===== src/rtl/core/mssu_pkg.sv =====
// Shared types and constants for the maximum subarray sum segment tree.
package mssu_pkg;

	localparam int MSSU_LEAVES = 1024;
	localparam int IDX_W = 10;
	localparam int VAL_W = 32;
	localparam int OUT_W = 41;

	typedef enum logic [2:0] {
		ST_CLEAR,
		ST_IDLE,
		ST_DESCEND,
		ST_LEAF,
		ST_READ,
		ST_SUM,
		ST_MERGE,
		ST_OUT
	} state_t;

	// controller -> datapath
	typedef struct packed {
		logic clear;    // write zero at the sweep address
		logic load;     // capture a transaction, start at the root
		logic step;     // descend one level
		logic leaf_wr;  // write the leaf
		logic rd;       // read the sibling of the current node
		logic sum;      // register the merge sums
		logic merge;    // write the parent, move up
		logic out_load; // load the output register
	} cmd_t;

	// datapath -> controller
	typedef struct packed {
		logic clear_last;
		logic in_range;
		logic at_leaf;
		logic at_root;
		logic parent_root;
	} sts_t;

endpackage


===== src/rtl/core/mssu_ctrl.sv =====
// Sequencer for clear sweep, tree descent and leaf-to-root rebuild.
module mssu_ctrl import mssu_pkg::*; (
	input  logic clk,
	input  logic arst_n,
	input  logic s_tvalid,
	output logic s_tready,
	output logic m_tvalid,
	input  logic m_tready,
	input  sts_t sts,
	output cmd_t cmd
);

	state_t state_q;
	state_t state_d;
	logic   out_valid_q;

	always_ff @(posedge clk or negedge arst_n) begin
		if (!arst_n) begin
			state_q     <= ST_CLEAR;
			out_valid_q <= 1'b0;
		end else begin
			state_q <= state_d;
			if (cmd.out_load) begin
				out_valid_q <= 1'b1;
			end else if (m_tready) begin
				out_valid_q <= 1'b0;
			end
		end
	end

	always_comb begin
		state_d  = state_q;
		cmd      = '0;
		s_tready = 1'b0;
		case (state_q)
			ST_CLEAR: begin
				cmd.clear = 1'b1;
				if (sts.clear_last) begin
					state_d = ST_IDLE;
				end
			end
			ST_IDLE: begin
				s_tready = 1'b1;
				if (s_tvalid) begin
					cmd.load = 1'b1;
					state_d  = ST_DESCEND;
				end
			end
			ST_DESCEND: begin
				if (!sts.in_range) begin
					state_d = ST_OUT;
				end else if (sts.at_leaf) begin
					state_d = ST_LEAF;
				end else begin
					cmd.step = 1'b1;
				end
			end
			ST_LEAF: begin
				cmd.leaf_wr = 1'b1;
				state_d = sts.at_root ? ST_OUT : ST_READ;
			end
			ST_READ: begin
				cmd.rd  = 1'b1;
				state_d = ST_SUM;
			end
			ST_SUM: begin
				cmd.sum = 1'b1;
				state_d = ST_MERGE;
			end
			ST_MERGE: begin
				cmd.merge = 1'b1;
				state_d = sts.parent_root ? ST_OUT : ST_READ;
			end
			ST_OUT: begin
				if (!out_valid_q || m_tready) begin
					cmd.out_load = 1'b1;
					state_d      = ST_IDLE;
				end
			end
			default: begin
				state_d = ST_IDLE;
			end
		endcase
	end

	assign m_tvalid = out_valid_q;

endmodule


===== config.mk =====
export PLATFORM = sky130hd
export DESIGN_NAME = mssu_ctrl
export DESIGN_NICKNAME = d
export VERILOG_FILES = /design/src/rtl/core/mssu_pkg.sv /design/src/rtl/core/mssu_ctrl.sv
export SDC_FILE = /design/constraint.sdc
export NUM_CORES = 1
export LEC_CHECK = 0
export ABC_AREA = 1
export BUFFER_PORTS_ARGS = -buffer_cell sky130_fd_sc_hd__buf_2
export CAP_MARGIN = 20
export CORE_AREA = 10 10 47 49
export DETAILED_ROUTE_END_ITERATION = 8
export DIE_AREA = 0 0 57 59
export PLACE_DENSITY = 0.56
export SLEW_MARGIN = 20
export SYNTH_ARGS = -nofsm -noshare
export SYNTH_HDL_FRONTEND = slang
export SYNTH_SLANG_ARGS = --single-unit
export TNS_END_PERCENT = 30

===== constraint.sdc =====
create_clock -name clk -period 1.17 [get_ports clk]
set_clock_uncertainty 0.05 [all_clocks]
set_input_delay 0.1755 -clock clk [delete_from_list [all_inputs] [get_ports clk]]
set_output_delay 0.1755 -clock clk [all_outputs]
set_load 0.05 [all_outputs]

==> results.yml <==
outcome:
  status: "complete, but fails checks"
  violations: "setup timing"
cts:
  path_clk_slew_ns: 0.05
  cts-buffers-inserted: 3
  cts_tree: "done"
  htree_num_levels: 1
  clock_latency_ns: 0.25
  cts_root_buf: "clkbuf_4"
  clockBufferDepth: 2
  cts_num_sinks: 4
floorplan:
  die_y_um: 59
  initial_core_util_pct: 26.5
  coreArea_um2: 1400
  placementRows: 14
  io_pins: 19
  die_area_um2: 3360
  die_width_um: 57
route:
  drt_iter0_markers: 5
  first_pass_iters: 4
  avgRoutedWirePerCell_um: 11.5
  antenna_left: 0
  wl_um: 1280
  drc_errors: 0
  vias: 504
  avgViaCountPerCell: 4.54
timing:
  max_slew.worst_pin.slew_ns: 0.349
  drv_slew: 0
  timing.final.crit_share_pct: 123
  grt_setup_unrepaired: "yes"
  fin_crit_ns: 1.44
  whs_ns: 0.0600
  setup_ws_ns: -0.270
  slew_headroom_pct: 76.6
  max_freq_mhz: 695
  hold_viol: 0
  finalSetupViolCount: 11
power_and_ir_drop:
  swShare_pct: 52.1
  intPower_mw: 1.13
  combPwrFrac_pct: 78.3
  power.density_nw_per_um2: 3100
  irDropWorstVdd_mv: 1.48
  p_leak_nw: 0.418
  switchingPower_mw: 1.23
  p_seq_share_pct: 13.3
  clockPowerShare_pct: 8.4
global_route:
  grt_use_met1_pct: 8.10
  grt_overflow: 0
  top_usage_layer: "met2"
  antenna_found_initial: 0
  grt_usage_pct: 7.92
  grt_max_degree: 7
  grt_first_pass_wirelength_um: 2160
  met3_usage_pct: 3.22
  grt_util_met2_pct: 13.6
  grt_pass1_vias: 482
layout:
  fin_area_um2: 763
  area_growth_pct: 105
  n_fill_cell: 151
  ff_latch_area_um2: 104
  nets: 105
  drive_above_1_share_pct: 65.3
  multi_input_area_um2: 265
  diodes: 0
synth:
  synth_fp_nets: 68
  synthFlopType: "dfrtp_1"
  synth_top_area_cell: "dfrtp_1"
  syn_area_um2: 372
  ys_top_cells_by_count: "nand2_1 (11), nor2_1 (11), inv_1 (8), nand2_2 (7), dfrtp_1 (4)"
  synth_cells: 59
  ys_warn_count: 0
  ys_top_cells_by_area: "dfrtp_1 (27%), nand2_2 (12%), nand2_1 (11%), nor2_1 (11%), inv_1 (8.1%)"
  netlist.area_leader.share_pct: 26.9
  synthDistinctLibCells: 17
  synth_edf_count: 0
  synth_async_sr_flop_share_pct: 100
  syn-mean-instance-area_um2: 6.30
  ys_seq_area_share_pct: 26.9
  yosys_register_bits: 4
flow_run:
  maxCapViolations: 0
placement:
  place_area_um2: 606
  port_buffers: 18
  routabilityCongestion: 0.760
  hpwlAfterDp_um: 1040
setup_path:
  worstSetupPathType: "reg2out"
  cp-end-kind: "output port"
  arrival_ns: 1.21
  critPathMaxFanout: 4
  start_kind: "flip-flop"
  cp.required_ns: 0.94
min_path:
  holdCritPathClass: "in2reg"
==> through the flow <==
step	utilization, %	power, mW	std cells	worst slack, ns	TNS, ns
3_3_place_gp	43.2	1.83	103	-0.105	-0.697
3_5_place_dp	43.2	1.85	103	-0.126	-0.794
4_1_cts	52.1	2.28	109	-0.267	-2.22
2_1_floorplan	-	1.39	59	-0.213	-0.937
6_report	54.5	2.36	111	-0.270	-2.21
5_1_grt	54.5	2.53	111	-0.316	-2.95
==> flip-flops by register name, summed over array words and instances (netlist names) <==
| name | cells |
|---|---|
| state_q | 3 |
| m_tvalid | 1 |
==> final timing paths <==
| kind | from | endpoint | slack, ns | cells after the start |
|---|---|---|---|---|
| worst max-delay path | state_q[1] | cmd[6] | -0.27 | 5 |
| worst min-delay path | m_tready | m_tvalid | 0.06 | 2 |
| worst max register to register | state_q[2] | state_q[0] | -0.12 | 10 |
| worst min register to register | m_tvalid | m_tvalid | 0.50 | 2 |
| max in group asynchronous | arst_n | state_q[1] | 0.72 | 2 |
| min in group asynchronous | arst_n | m_tvalid | 0.21 | 2 |
==> logic make-up after synthesis <==
family	count (synthesis)	synth area share, %
DFF	4	26.9
buffers and inverters	13	15.2
and+or+nand+nor	36	48.1
AOI/OAI and AO/OA	6	9.76
==> worst max-delay path, cell delays in order, from the launching register on <==
cell and delay, ns:
dfrtp_2 0.43, buf_6 0.14, inv_4 0.04, nand2_4 0.06, nor3_4 0.12, buf_6 0.18
==> power by group through the flow <==
stage / Combinational, mW / Sequential [mW] / Clock, mW
floorplan: 1.05 / 0.337 / 0
global placement: 1.54 / 0.291 / 0
detailed placement: 1.55 / 0.299 / 0
CTS: 1.79 / 0.305 / 0.186
global route: 2.00 / 0.322 / 0.215
finish: 1.85 / 0.315 / 0.200
==> layout by cell type (no fill, tap or decap) <==
cell | synthesis | layout
nand2_1 | 11 | 11
buf_4 | 2 | 11
buf_2 | 0 | 9
buf_6 | 0 | 9
inv_1 | 8 | 6
nand2_2 | 7 | 6
nor2_1 | 11 | 5
inv_2 | 3 | 4
nor2_2 | 0 | 4
nor2_4 | 2 | 4
clkbuf_4 | 0 | 3
dfrtp_2 | 0 | 3
buf_8 | 0 | 3
nand4_1 | 2 | 2
a21oi_1 | 2 | 2
inv_4 | 0 | 1
nand2_4 | 0 | 1
nor3_4 | 0 | 1
o21ai_2 | 0 | 1
nand3b_1 | 1 | 1
nand3_2 | 0 | 1
o21ai_1 | 1 | 1
o21bai_1 | 1 | 1
o221ai_1 | 1 | 1
clkbuf_1 | 0 | 1
dlygate4sd3_1 | 0 | 1
buf_12 | 0 | 1
dfrtp_1 | 4 | 1
==> what timing repair did <==
action | CTS | global route
gates resized for setup | 24 | 8
endpoints found under the setup margin | 11 | 12
buffers inserted | 1 | 2
hold buffers | 1 | 0
cloned | 0 | 0
hold endpoints to repair | 4 | 0
pin swaps | 1 | 2
==> metal layers <==
metal,vias to the layer above,routed length [um]
met5,-,0
met4,0,36
met3,5,103
met2,17,698
met1,231,443
li1,251,-
==> cell type report <==
cell class                      count  area share, %
Clock buffer                        4           3.44
Inverter                           11           5.74
Multi-Input combinational cell     42           34.8
Sequential cell                     4           13.6
Tap cell                           16           2.62
Timing Repair Buffer               34           39.8
No activity file was read; power rests on OpenSTA's default activity.
